## src/rtl/core/lfu_page_replacement_top_assert.svh

```systemverilog
// Assertion macros for the LFU page replacement block.
// Included by the top level; needs nothing else.
`ifndef LFU_PAGE_REPLACEMENT_TOP_ASSERT_SVH
`define LFU_PAGE_REPLACEMENT_TOP_ASSERT_SVH

// Implication in the same cycle, checked out of reset.
`define LFU_ASSERT_SAME(label, clk, rst_n, ante, cons) \
  label: assert property (@(posedge clk) disable iff (!rst_n) (ante) |-> (cons)) \
    else $error("lfu: same-cycle check failed");

// Implication in the next cycle, checked out of reset.
`define LFU_ASSERT_NEXT(label, clk, rst_n, ante, cons) \
  label: assert property (@(posedge clk) disable iff (!rst_n) (ante) |=> (cons)) \
    else $error("lfu: next-cycle check failed");

`endif

```

## src/rtl/core/lfu_pkg.sv

```systemverilog
// Shared constants and types for the LFU page replacement block.
// No dependencies; used by lfu_cell and lfu_page_replacement_top.
`default_nettype none

package lfu_pkg;

  localparam int FRAMES_DEF     = 8;
  localparam int PAGE_BITS_DEF  = 16;
  localparam int COUNT_BITS_DEF = 16;

  localparam int PAGE_PORT_W = 16;
  localparam int SLOT_PORT_W = 3;
  localparam int TOTAL_W     = 32;
  localparam int TIME_W      = 32;
  localparam int CFG_W       = 4;

  localparam logic [CFG_W-1:0] CFG_FRAMES_RESET = 4'd8;

  // Search status carried along the row of cells with one reference.
  typedef struct packed {
    logic active;
    logic hit;
    logic free_found;
    logic best_set;
    logic last;
  } carry_flags_t;

  // Update broadcast to all cells once the search is complete.
  typedef struct packed {
    logic valid;
    logic is_hit;
    logic clear;
  } commit_t;

endpackage

`default_nettype wire

```

## src/rtl/core/lfu_page_replacement_top.sv

```systemverilog
// Top level of the LFU page replacement block with FIFO tie-break.
// Depends on lfu_pkg, lfu_cell and lfu_page_replacement_top_assert.svh.
//
//   channel  | handshake             | payload
//   ---------+-----------------------+---------------------------------------------
//   input    | start / busy          | in_page, in_last_reference
//   result   | out_valid (one cycle) | out_hit, out_slot, out_evicted_valid,
//            |                       | out_evicted_page, out_fault_total
//   config   | cfg_we                | cfg_wdata (frames_in_use)
//
// A reference travels down the row of FRAMES cells, one cell per cycle, and is
// committed from the output register of the last cell; the block holds busy
// meanwhile and takes no new reference until the result is out.
// The result is shown for one cycle as busy falls; the next start is taken then.
// Reset is synchronous and active low and empties all slots at once.
// The receiver cannot stall; results are never held back.
`default_nettype none

module lfu_page_replacement_top #(
  parameter int FRAMES     = lfu_pkg::FRAMES_DEF,
  parameter int PAGE_BITS  = lfu_pkg::PAGE_BITS_DEF,
  parameter int COUNT_BITS = lfu_pkg::COUNT_BITS_DEF
) (
  input  wire                              clk,
  input  wire                              rst_n,
  input  wire                              start,
  output logic                             busy,
  input  wire [lfu_pkg::PAGE_PORT_W-1:0]   in_page,
  input  wire                              in_last_reference,
  output logic                             out_valid,
  output logic                             out_hit,
  output logic [lfu_pkg::SLOT_PORT_W-1:0]  out_slot,
  output logic                             out_evicted_valid,
  output logic [lfu_pkg::PAGE_PORT_W-1:0]  out_evicted_page,
  output logic [lfu_pkg::TOTAL_W-1:0]      out_fault_total,
  input  wire                              cfg_we,
  input  wire [lfu_pkg::CFG_W-1:0]         cfg_wdata
);
  import lfu_pkg::*;

  `include "lfu_page_replacement_top_assert.svh"

  localparam int IDX_W = (FRAMES > 1) ? $clog2(FRAMES) : 1;

  // Configuration and counters
  logic [CFG_W-1:0]   cfg_frames_r;
  logic [TIME_W-1:0]  ref_index_r, ref_index_nxt;
  logic [TOTAL_W-1:0] fault_r, fault_nxt;
  logic               busy_r, busy_nxt;
  logic [IDX_W:0]     eff_n;

  // Result registers
  logic                   out_valid_r, out_hit_r, out_ev_valid_r;
  logic [SLOT_PORT_W-1:0] out_slot_r;
  logic [PAGE_PORT_W-1:0] out_ev_page_r;
  logic [TOTAL_W-1:0]     out_fault_r;

  // Carry chain between cells
  carry_flags_t          ch_flg   [0:FRAMES];
  logic [PAGE_BITS-1:0]  ch_page  [0:FRAMES];
  logic [IDX_W-1:0]      ch_hslot [0:FRAMES];
  logic [IDX_W-1:0]      ch_fslot [0:FRAMES];
  logic [IDX_W-1:0]      ch_bslot [0:FRAMES];
  logic [COUNT_BITS-1:0] ch_bcnt  [0:FRAMES];
  logic [TIME_W-1:0]     ch_btime [0:FRAMES];
  logic [PAGE_BITS-1:0]  ch_bpage [0:FRAMES];

  commit_t               cmt;
  logic [IDX_W-1:0]      cmt_slot;

  logic                         accept, done, miss, ev_valid;
  logic [PAGE_BITS+PAGE_PORT_W-1:0] in_page_ext, ev_page_ext;
  logic [IDX_W+SLOT_PORT_W-1:0]     slot_ext;

  assign accept = start && !busy_r;
  assign done   = ch_flg[FRAMES].active;

  // Out-of-range slot counts: zero acts as one, above FRAMES acts as FRAMES.
  always_comb begin
    if (cfg_frames_r == '0) begin
      eff_n = (IDX_W + 1)'(1);
    end else if (int'(cfg_frames_r) > FRAMES) begin
      eff_n = (IDX_W + 1)'(FRAMES);
    end else begin
      eff_n = (IDX_W + 1)'(cfg_frames_r);
    end
  end

  always_comb begin
    in_page_ext = {{PAGE_BITS{1'b0}}, in_page};
    ch_flg[0]            = '0;
    ch_flg[0].active     = accept;
    ch_flg[0].last       = in_last_reference;
    ch_page[0]           = in_page_ext[PAGE_BITS-1:0];
    ch_hslot[0]          = '0;
    ch_fslot[0]          = '0;
    ch_bslot[0]          = '0;
    ch_bcnt[0]           = '0;
    ch_btime[0]          = '0;
    ch_bpage[0]          = '0;
  end

  for (genvar g = 0; g < FRAMES; g++) begin : g_cell
    lfu_cell #(
      .FRAMES     (FRAMES),
      .PAGE_BITS  (PAGE_BITS),
      .COUNT_BITS (COUNT_BITS),
      .CELL_IDX   (g)
    ) u_cell (
      .clk         (clk),
      .rst_n       (rst_n),
      .eff_n       (eff_n),
      .flg_i       (ch_flg[g]),
      .page_i      (ch_page[g]),
      .hit_slot_i  (ch_hslot[g]),
      .free_slot_i (ch_fslot[g]),
      .best_slot_i (ch_bslot[g]),
      .best_cnt_i  (ch_bcnt[g]),
      .best_time_i (ch_btime[g]),
      .best_page_i (ch_bpage[g]),
      .flg_o       (ch_flg[g+1]),
      .page_o      (ch_page[g+1]),
      .hit_slot_o  (ch_hslot[g+1]),
      .free_slot_o (ch_fslot[g+1]),
      .best_slot_o (ch_bslot[g+1]),
      .best_cnt_o  (ch_bcnt[g+1]),
      .best_time_o (ch_btime[g+1]),
      .best_page_o (ch_bpage[g+1]),
      .cmt_i       (cmt),
      .cmt_slot_i  (cmt_slot),
      .cmt_page_i  (ch_page[FRAMES]),
      .cmt_time_i  (ref_index_r)
    );
  end

  always_comb begin
    miss     = !ch_flg[FRAMES].hit;
    ev_valid = miss && !ch_flg[FRAMES].free_found;
    if (!miss) begin
      cmt_slot = ch_hslot[FRAMES];
    end else if (ch_flg[FRAMES].free_found) begin
      cmt_slot = ch_fslot[FRAMES];
    end else begin
      cmt_slot = ch_bslot[FRAMES];
    end
    cmt.valid  = done;
    cmt.is_hit = !miss;
    cmt.clear  = ch_flg[FRAMES].last;

    slot_ext    = {{SLOT_PORT_W{1'b0}}, cmt_slot};
    ev_page_ext = {{PAGE_PORT_W{1'b0}}, ch_bpage[FRAMES]};

    fault_nxt     = fault_r;
    ref_index_nxt = ref_index_r;
    busy_nxt      = busy_r;
    if (accept) begin
      busy_nxt = 1'b1;
    end
    if (done) begin
      busy_nxt = 1'b0;
      if (miss && (fault_r != '1)) begin
        fault_nxt = fault_r + 1'b1;
      end
      if (ref_index_r != '1) begin
        ref_index_nxt = ref_index_r + 1'b1;
      end
    end
  end

  always_ff @(posedge clk) begin
    if (!rst_n) begin
      cfg_frames_r <= CFG_FRAMES_RESET;
      ref_index_r  <= '0;
      fault_r      <= '0;
      busy_r       <= 1'b0;
      out_valid_r  <= 1'b0;
    end else begin
      if (cfg_we) begin
        cfg_frames_r <= cfg_wdata;
      end
      busy_r      <= busy_nxt;
      out_valid_r <= done;
      if (done && ch_flg[FRAMES].last) begin
        ref_index_r <= '0;
        fault_r     <= '0;
      end else begin
        ref_index_r <= ref_index_nxt;
        fault_r     <= fault_nxt;
      end
    end
  end

  always_ff @(posedge clk) begin
    if (done) begin
      out_hit_r      <= !miss;
      out_slot_r     <= slot_ext[SLOT_PORT_W-1:0];
      out_ev_valid_r <= ev_valid;
      out_ev_page_r  <= ev_valid ? ev_page_ext[PAGE_PORT_W-1:0] : '0;
      out_fault_r    <= fault_nxt;
    end
  end

  assign busy              = busy_r;
  assign out_valid         = out_valid_r;
  assign out_hit           = out_hit_r;
  assign out_slot          = out_slot_r;
  assign out_evicted_valid = out_ev_valid_r;
  assign out_evicted_page  = out_ev_page_r;
  assign out_fault_total   = out_fault_r;

  `LFU_ASSERT_NEXT(a_accept_busy, clk, rst_n, accept, busy_r)
  `LFU_ASSERT_SAME(a_done_in_flight, clk, rst_n, done, busy_r)
  `LFU_ASSERT_SAME(a_result_idle, clk, rst_n, out_valid_r, !busy_r)
  `LFU_ASSERT_SAME(a_hit_no_evict, clk, rst_n, out_valid_r && out_hit_r, !out_ev_valid_r)

endmodule

`default_nettype wire

```

## src/rtl/core/lfu_cell.sv

```systemverilog
// One frame slot of the LFU row: slot state plus one stage of the search carry.
// Depends on lfu_pkg.
`default_nettype none

module lfu_cell #(
  parameter int FRAMES     = lfu_pkg::FRAMES_DEF,
  parameter int PAGE_BITS  = lfu_pkg::PAGE_BITS_DEF,
  parameter int COUNT_BITS = lfu_pkg::COUNT_BITS_DEF,
  parameter int CELL_IDX   = 0,
  localparam int IDX_W     = (FRAMES > 1) ? $clog2(FRAMES) : 1
) (
  input  wire                          clk,
  input  wire                          rst_n,
  input  wire [IDX_W:0]                eff_n,
  input  lfu_pkg::carry_flags_t        flg_i,
  input  wire [PAGE_BITS-1:0]          page_i,
  input  wire [IDX_W-1:0]              hit_slot_i,
  input  wire [IDX_W-1:0]              free_slot_i,
  input  wire [IDX_W-1:0]              best_slot_i,
  input  wire [COUNT_BITS-1:0]         best_cnt_i,
  input  wire [lfu_pkg::TIME_W-1:0]    best_time_i,
  input  wire [PAGE_BITS-1:0]          best_page_i,
  output lfu_pkg::carry_flags_t        flg_o,
  output logic [PAGE_BITS-1:0]         page_o,
  output logic [IDX_W-1:0]             hit_slot_o,
  output logic [IDX_W-1:0]             free_slot_o,
  output logic [IDX_W-1:0]             best_slot_o,
  output logic [COUNT_BITS-1:0]        best_cnt_o,
  output logic [lfu_pkg::TIME_W-1:0]   best_time_o,
  output logic [PAGE_BITS-1:0]         best_page_o,
  input  lfu_pkg::commit_t             cmt_i,
  input  wire [IDX_W-1:0]              cmt_slot_i,
  input  wire [PAGE_BITS-1:0]          cmt_page_i,
  input  wire [lfu_pkg::TIME_W-1:0]    cmt_time_i
);
  import lfu_pkg::*;

  localparam logic [IDX_W-1:0] MY_IDX = IDX_W'(CELL_IDX);
  localparam logic [IDX_W:0]   MY_POS = (IDX_W + 1)'(CELL_IDX);

  // Slot state
  logic [PAGE_BITS-1:0]  page_r, page_nxt;
  logic                  valid_r, valid_nxt;
  logic [COUNT_BITS-1:0] cnt_r, cnt_nxt;
  logic [TIME_W-1:0]     time_r, time_nxt;

  // Search carry stage
  carry_flags_t          flg_r, flg_nxt;
  logic [PAGE_BITS-1:0]  cpage_r;
  logic [IDX_W-1:0]      hslot_r, hslot_nxt;
  logic [IDX_W-1:0]      fslot_r, fslot_nxt;
  logic [IDX_W-1:0]      bslot_r, bslot_nxt;
  logic [COUNT_BITS-1:0] bcnt_r, bcnt_nxt;
  logic [TIME_W-1:0]     btime_r, btime_nxt;
  logic [PAGE_BITS-1:0]  bpage_r, bpage_nxt;

  logic part, hit_here, free_here, better;
  logic mine;

  always_comb begin
    part      = flg_i.active && (MY_POS < eff_n);
    hit_here  = part && valid_r && (page_r == page_i) && !flg_i.hit;
    free_here = part && !valid_r && !flg_i.free_found;
    better    = part && valid_r &&
                (!flg_i.best_set || (cnt_r < best_cnt_i) ||
                 ((cnt_r == best_cnt_i) && (time_r < best_time_i)));

    flg_nxt            = flg_i;
    flg_nxt.hit        = flg_i.hit | hit_here;
    flg_nxt.free_found = flg_i.free_found | free_here;
    flg_nxt.best_set   = flg_i.best_set | better;
    hslot_nxt = hit_here  ? MY_IDX : hit_slot_i;
    fslot_nxt = free_here ? MY_IDX : free_slot_i;
    bslot_nxt = better    ? MY_IDX : best_slot_i;
    bcnt_nxt  = better    ? cnt_r  : best_cnt_i;
    btime_nxt = better    ? time_r : best_time_i;
    bpage_nxt = better    ? page_r : best_page_i;
  end

  always_comb begin
    mine      = cmt_i.valid && (cmt_slot_i == MY_IDX);
    page_nxt  = page_r;
    valid_nxt = valid_r;
    cnt_nxt   = cnt_r;
    time_nxt  = time_r;
    if (mine) begin
      if (cmt_i.is_hit) begin
        if (cnt_r != '1) begin
          cnt_nxt = cnt_r + 1'b1;
        end
      end else begin
        page_nxt  = cmt_page_i;
        valid_nxt = 1'b1;
        cnt_nxt   = COUNT_BITS'(1);
        time_nxt  = cmt_time_i;
      end
    end
    // The end of a reference string empties every slot after its update.
    if (cmt_i.valid && cmt_i.clear) begin
      valid_nxt = 1'b0;
    end
  end

  always_ff @(posedge clk) begin
    if (!rst_n) begin
      valid_r <= 1'b0;
      flg_r   <= '0;
    end else begin
      valid_r <= valid_nxt;
      flg_r   <= flg_nxt;
    end
  end

  always_ff @(posedge clk) begin
    page_r  <= page_nxt;
    cnt_r   <= cnt_nxt;
    time_r  <= time_nxt;
    cpage_r <= page_i;
    hslot_r <= hslot_nxt;
    fslot_r <= fslot_nxt;
    bslot_r <= bslot_nxt;
    bcnt_r  <= bcnt_nxt;
    btime_r <= btime_nxt;
    bpage_r <= bpage_nxt;
  end

  assign flg_o       = flg_r;
  assign page_o      = cpage_r;
  assign hit_slot_o  = hslot_r;
  assign free_slot_o = fslot_r;
  assign best_slot_o = bslot_r;
  assign best_cnt_o  = bcnt_r;
  assign best_time_o = btime_r;
  assign best_page_o = bpage_r;

endmodule

`default_nettype wire

```

## config.mk

```make
export PLATFORM = sky130hd
export DESIGN_NAME = lfu_page_replacement_top
export DESIGN_NICKNAME = d
export VERILOG_FILES = /design/src/rtl/core/lfu_pkg.sv /design/src/rtl/core/lfu_page_replacement_top.sv /design/src/rtl/core/lfu_cell.sv
export VERILOG_INCLUDE_DIRS = /design/src /design/src/rtl/core
export SDC_FILE = /design/constraint.sdc
export NUM_CORES = 2
export LEC_CHECK = 0
export CORE_ASPECT_RATIO = 0.75
export CORE_UTILIZATION = 35
export CTS_CLUSTER_DIAMETER = 30
export DETAILED_ROUTE_END_ITERATION = 8
export DONT_BUFFER_PORTS = 1
export GPL_TIMING_DRIVEN = 0
export SYNTH_ARGS = -nofsm -noshare
export SYNTH_HDL_FRONTEND = slang
export SYNTH_SLANG_ARGS = --single-unit
```

## constraint.sdc

```tcl
create_clock -name clk -period 14.29 [get_ports clk]
set_input_delay 0 -clock clk [delete_from_list [all_inputs] [get_ports clk]]
set_output_delay 0 -clock clk [all_outputs]
set_load 0.01 [all_outputs]
```

==> impl_results.md <==
- Status: finished, final reports clean
- Kind of critical path: flip-flop to flip-flop
- DRC Markers: 0
- Setup bufs post-CTS: 0
- Worst setup startpoint: g_cell[2].u_cell.cnt_r[15]
- Crit. End Element: flip-flop
- Post-Syn Nets: 4526
- Tot GR Track Use: 16.1%
- Area occupied by multi-input gates: 19100 sq um
- Pin slew with the least headroom to its limit: 1.28 ns
- FF+latch count, synth: 1325
- Die area: 153000 sq um
- Hold EP: g_cell[0].u_cell.flg_o[2]
- Layout cells sized above 1: 17.9%
- Min Clock Period, post-route: 5.07 ns
- Post-synth top flop: dfxtp_1
- WP data arrival: 5.74 ns
- Core Footprint: 150000 sq um
- Achievable Freq: 197 MHz
- Critical path's slowest cell: nor4_1
- Die Width: 451 um
- Setup TNS Final: 0 ns
- R2r startpoint: g_cell[2].u_cell.cnt_r[15]
- Via count: 31200
- Gate Count Post-Synth: 4162
- Fin. Hold Viols: 0
- Pre-CTS setup slack: 9.37 ns
- Worst path cell trace: ha_1 -> and4_1 -> nand4_1 -> nor4_1 -> nand3_1 -> a311oi_1 -> a211o_1 -> buf_2 -> buf_2 -> mux2_2
- Pleak: 0.0228 uW
- Layout area overhead: 19.4%
- R2R depth: 10
- Post-synth top area share: 32.0%
- Critical path buffers and inverters: 2
- Cell Count, Final, Fillers Out: 6600
- Final Skew: 0.0632 ns
- Row Count: 123
- Dpl hpwl: 90.3 mm
- CTS root buf: clkbuf_16
- Sink Count: 1325
- Final setup fails: 0
- Worst Hold Launch: start
- Worst setup margin: 9.22 ns
- Gr ovfl total: 0
- Worst path most repeated cell: buf_2
- Max rail drop VDD: 0.000128 V
- Worst skew pair latency: 0.82 ns
- Crit path max fanout: 10
- Hold path depth: 3
- H-tree depth: 4
- Total iterations of the first detailed-routing run: 5
- 1st-iter DRT viols: 2486
- Reg-to-Reg End: g_cell[2].u_cell.best_time_o[2]
- Synth area leaders: edfxtp_1 32%, dfxtp_1 29%, ha_1 8.0%
- Leading area contributor after synthesis: edfxtp_1
- Yosys warning count: 0
- TritonCTS clock tree: yes
- Unrepaired setup endpoints after global routing: no
- CP top delay family: simple AND/OR/NAND/NOR gates
- Top Ports: 80
- Nets@finish: 4789
- Routed wire length: 123 mm
- Pwr dens: 141 nW/um^2
- Max Root-Sink Buffers: 3
- Slew margin rel.: 13.7%
- Period utilization: 35.4%
- Largest net degree at the start of global routing: 56
- Crit path launch type: flip-flop
- Distinct cell type count after synthesis: 68
- Critical Path RT: 14.97 ns
- Setup slack, reg-to-reg: 9.22 ns
- Max Transition Viols Final: 0
- Drt via density: 4.73
- Vias in the first global route: 30900
- Die Ht: 339 um
- Slowest Stage Delay on Critical Path: 1.01 ns
- Register area share after synthesis: 60.7%
- Routed Antenna Nets: 0
- Placed Area: 55900 sq um
- Syn Std Cell Area: 53000 sq um
- Register Area: 32200 sq um
- Inst Count DP: 6178
- Worst hold path type: input port to flip-flop
- Asr flop ratio synth: 0%
- Reg clk slew, reported paths: 0.06 ns
- Starting density of the core: 35.3%
- Count of input and output buffers: 0
- GPL Wtd Cong: 0.843
- Post_cts resized: 0
- Syn_area_per_cell: 12.7 sq um
- First-pass GRT wire length: 188 mm
- Final instance area: 63300 sq um
- Wirelength per Cell: 18.7 um
- FILL cells: 13900
- CTS Buf Count: 196
- Total of max-cap violations: 0
- EDFF count, synth: 565
- Initial antenna violation count: 15
-- kinds of logic after synthesis --
logic type	Yosys count	share of synthesized area [%]
flip-flops	1325	60.7
buffers and inverters	450	3.49
XOR/XNOR	276	4.56
AO/OA/AOI/OAI	357	4.15
adder cells (fa/ha/maj)	339	8.00
AND/OR/NAND/NOR	1007	10.2
multiplexers	408	8.90
-- power breakdown --
| group | switching [uW] | leakage, uW | total [uW] | internal (uW) |
|---|---|---|---|---|
| combinational | 25.6 | 0.00882 | 50.2 | 24.5 |
| sequential | 27.0 | 0.0106 | 3980 | 3950 |
| clock | 1920 | 0.00337 | 4910 | 2990 |
| total | 1970 | 0.0228 | 8930 | 6960 |
-- metal layers --
metal / track usage [%] / vias to the layer above / part of all wire [%]
li1: - / 15300 / -
met1: 25.1 / 15000 / 52
met2: 22.2 / 731 / 40
met3: 2.88 / 218 / 5.7
met4: 5.20 / 2 / 2.3
met5: 0 / - / 0.011
-- registers in the layout, indices dropped and copies added (netlist names), 39 cells and up --
register,count
g_cell.u_cell.time_r,256
g_cell.u_cell.best_page_o,128
g_cell.u_cell.flg_o,39
g_cell.u_cell.best_cnt_o,112
g_cell.u_cell.page_o,128
g_cell.u_cell.page_r,128
g_cell.u_cell.cnt_r,128
g_cell.u_cell.best_time_o,224
-- worst reg2reg max path: stages (launching register included) --
cell and delay (ns):
edfxtp_1 0.48, ha_1 0.33, and4_1 0.25, nand4_1 0.19
nor4_1 1.01, nand3_1 0.16, a311oi_1 0.86, a211o_1 0.30
buf_2 0.46, buf_2 0.47, mux2_2 0.41
-- layout make-up --
type | count | area share, %
antenna | 3 | 0.0119
timing repair buffer | 65 | 1.17
tap | 2000 | 3.95
multi-input combinational | 2387 | 30.2
sequential | 1325 | 50.8
clock inverter | 136 | 2.49
clock buffer | 234 | 8.46
inverter | 364 | 2.16
buffer | 86 | 0.767
-- worst max path at each step --
stage,cells past startpoint,to,slack [ns]
final,10,g_cell[2].u_cell.best_time_o[2],9.22
after global routing,10,g_cell[6].u_cell.best_time_o[19],9.23
after CTS,10,g_cell[2].u_cell.best_time_o[2],9.35
after detailed placement,10,g_cell[2].u_cell.best_time_o[2],9.37
after global placement,4,g_cell[1].u_cell.time_r[0],5.77
after floorplan,4,g_cell[5].u_cell.page_r[0],9.50
-- cells in the final DEF (no fill, tap or decap), drive strengths merged, types with 7 or more instances in the layout --
cell         count
a21oi          130
dfxtp          760
nor2b           33
a21boi          29
a21o            20
ha             339
nand2          180
mux2           398
inv            411
xor2           134
and2           233
or2             32
and3            34
clkbuf         278
dlygate4sd3     49
o211ai           9
nand4           75
clkinv          62
xnor2          142
a211oi          17
nor3            54
nor2           128
or4              7
nand2b           9
clkinvlp        14
bufinv          13
edfxtp         565
o21a            21
mux2i           10
o21ai           85
nand3          113
a2111oi          7
or3             30
and4            24
nor4            44
buf             58
-- per-stage QoR --
| step | hold WS, ns | util [%] | total power, uW |
|---|---|---|---|
| finish | 0.158 | 42.2 | 8930 |
| global route | 0.144 | 42.1 | 9200 |
| CTS | 0.0956 | 42.1 | 9020 |
| detailed placement | 0.0280 | 37.2 | 4090 |
| global placement | 0.0281 | 37.0 | 4090 |
| floorplan | 0.0277 | - | 4060 |
-- Yosys cell counts, types with 29 or more instances --
master and n:
dfxtp_1 760, edfxtp_1 565, inv_1 364, ha_1 339, mux2_2 325, and2_1 233, nand2_1 180, xnor2_1 142
xor2_1 134, a21oi_1 129, nor2_1 128, nand3_1 113, o21ai_0 82, nand4_1 75, nor3_1 54, clkbuf_1 44
nor4_1 44, mux2_4 37, mux2_1 36, and3_1 34, nor2b_1 33, or3_1 30, a21boi_0 29, or2_2 29
-- what timing repair did --
action                                 in CTS  in global routing
hold buffers                               49                  0
setup endpoints to repair                   0                  0
endpoints found under the hold margin     111                  0
No activity file was read; power rests on OpenSTA's default activity.
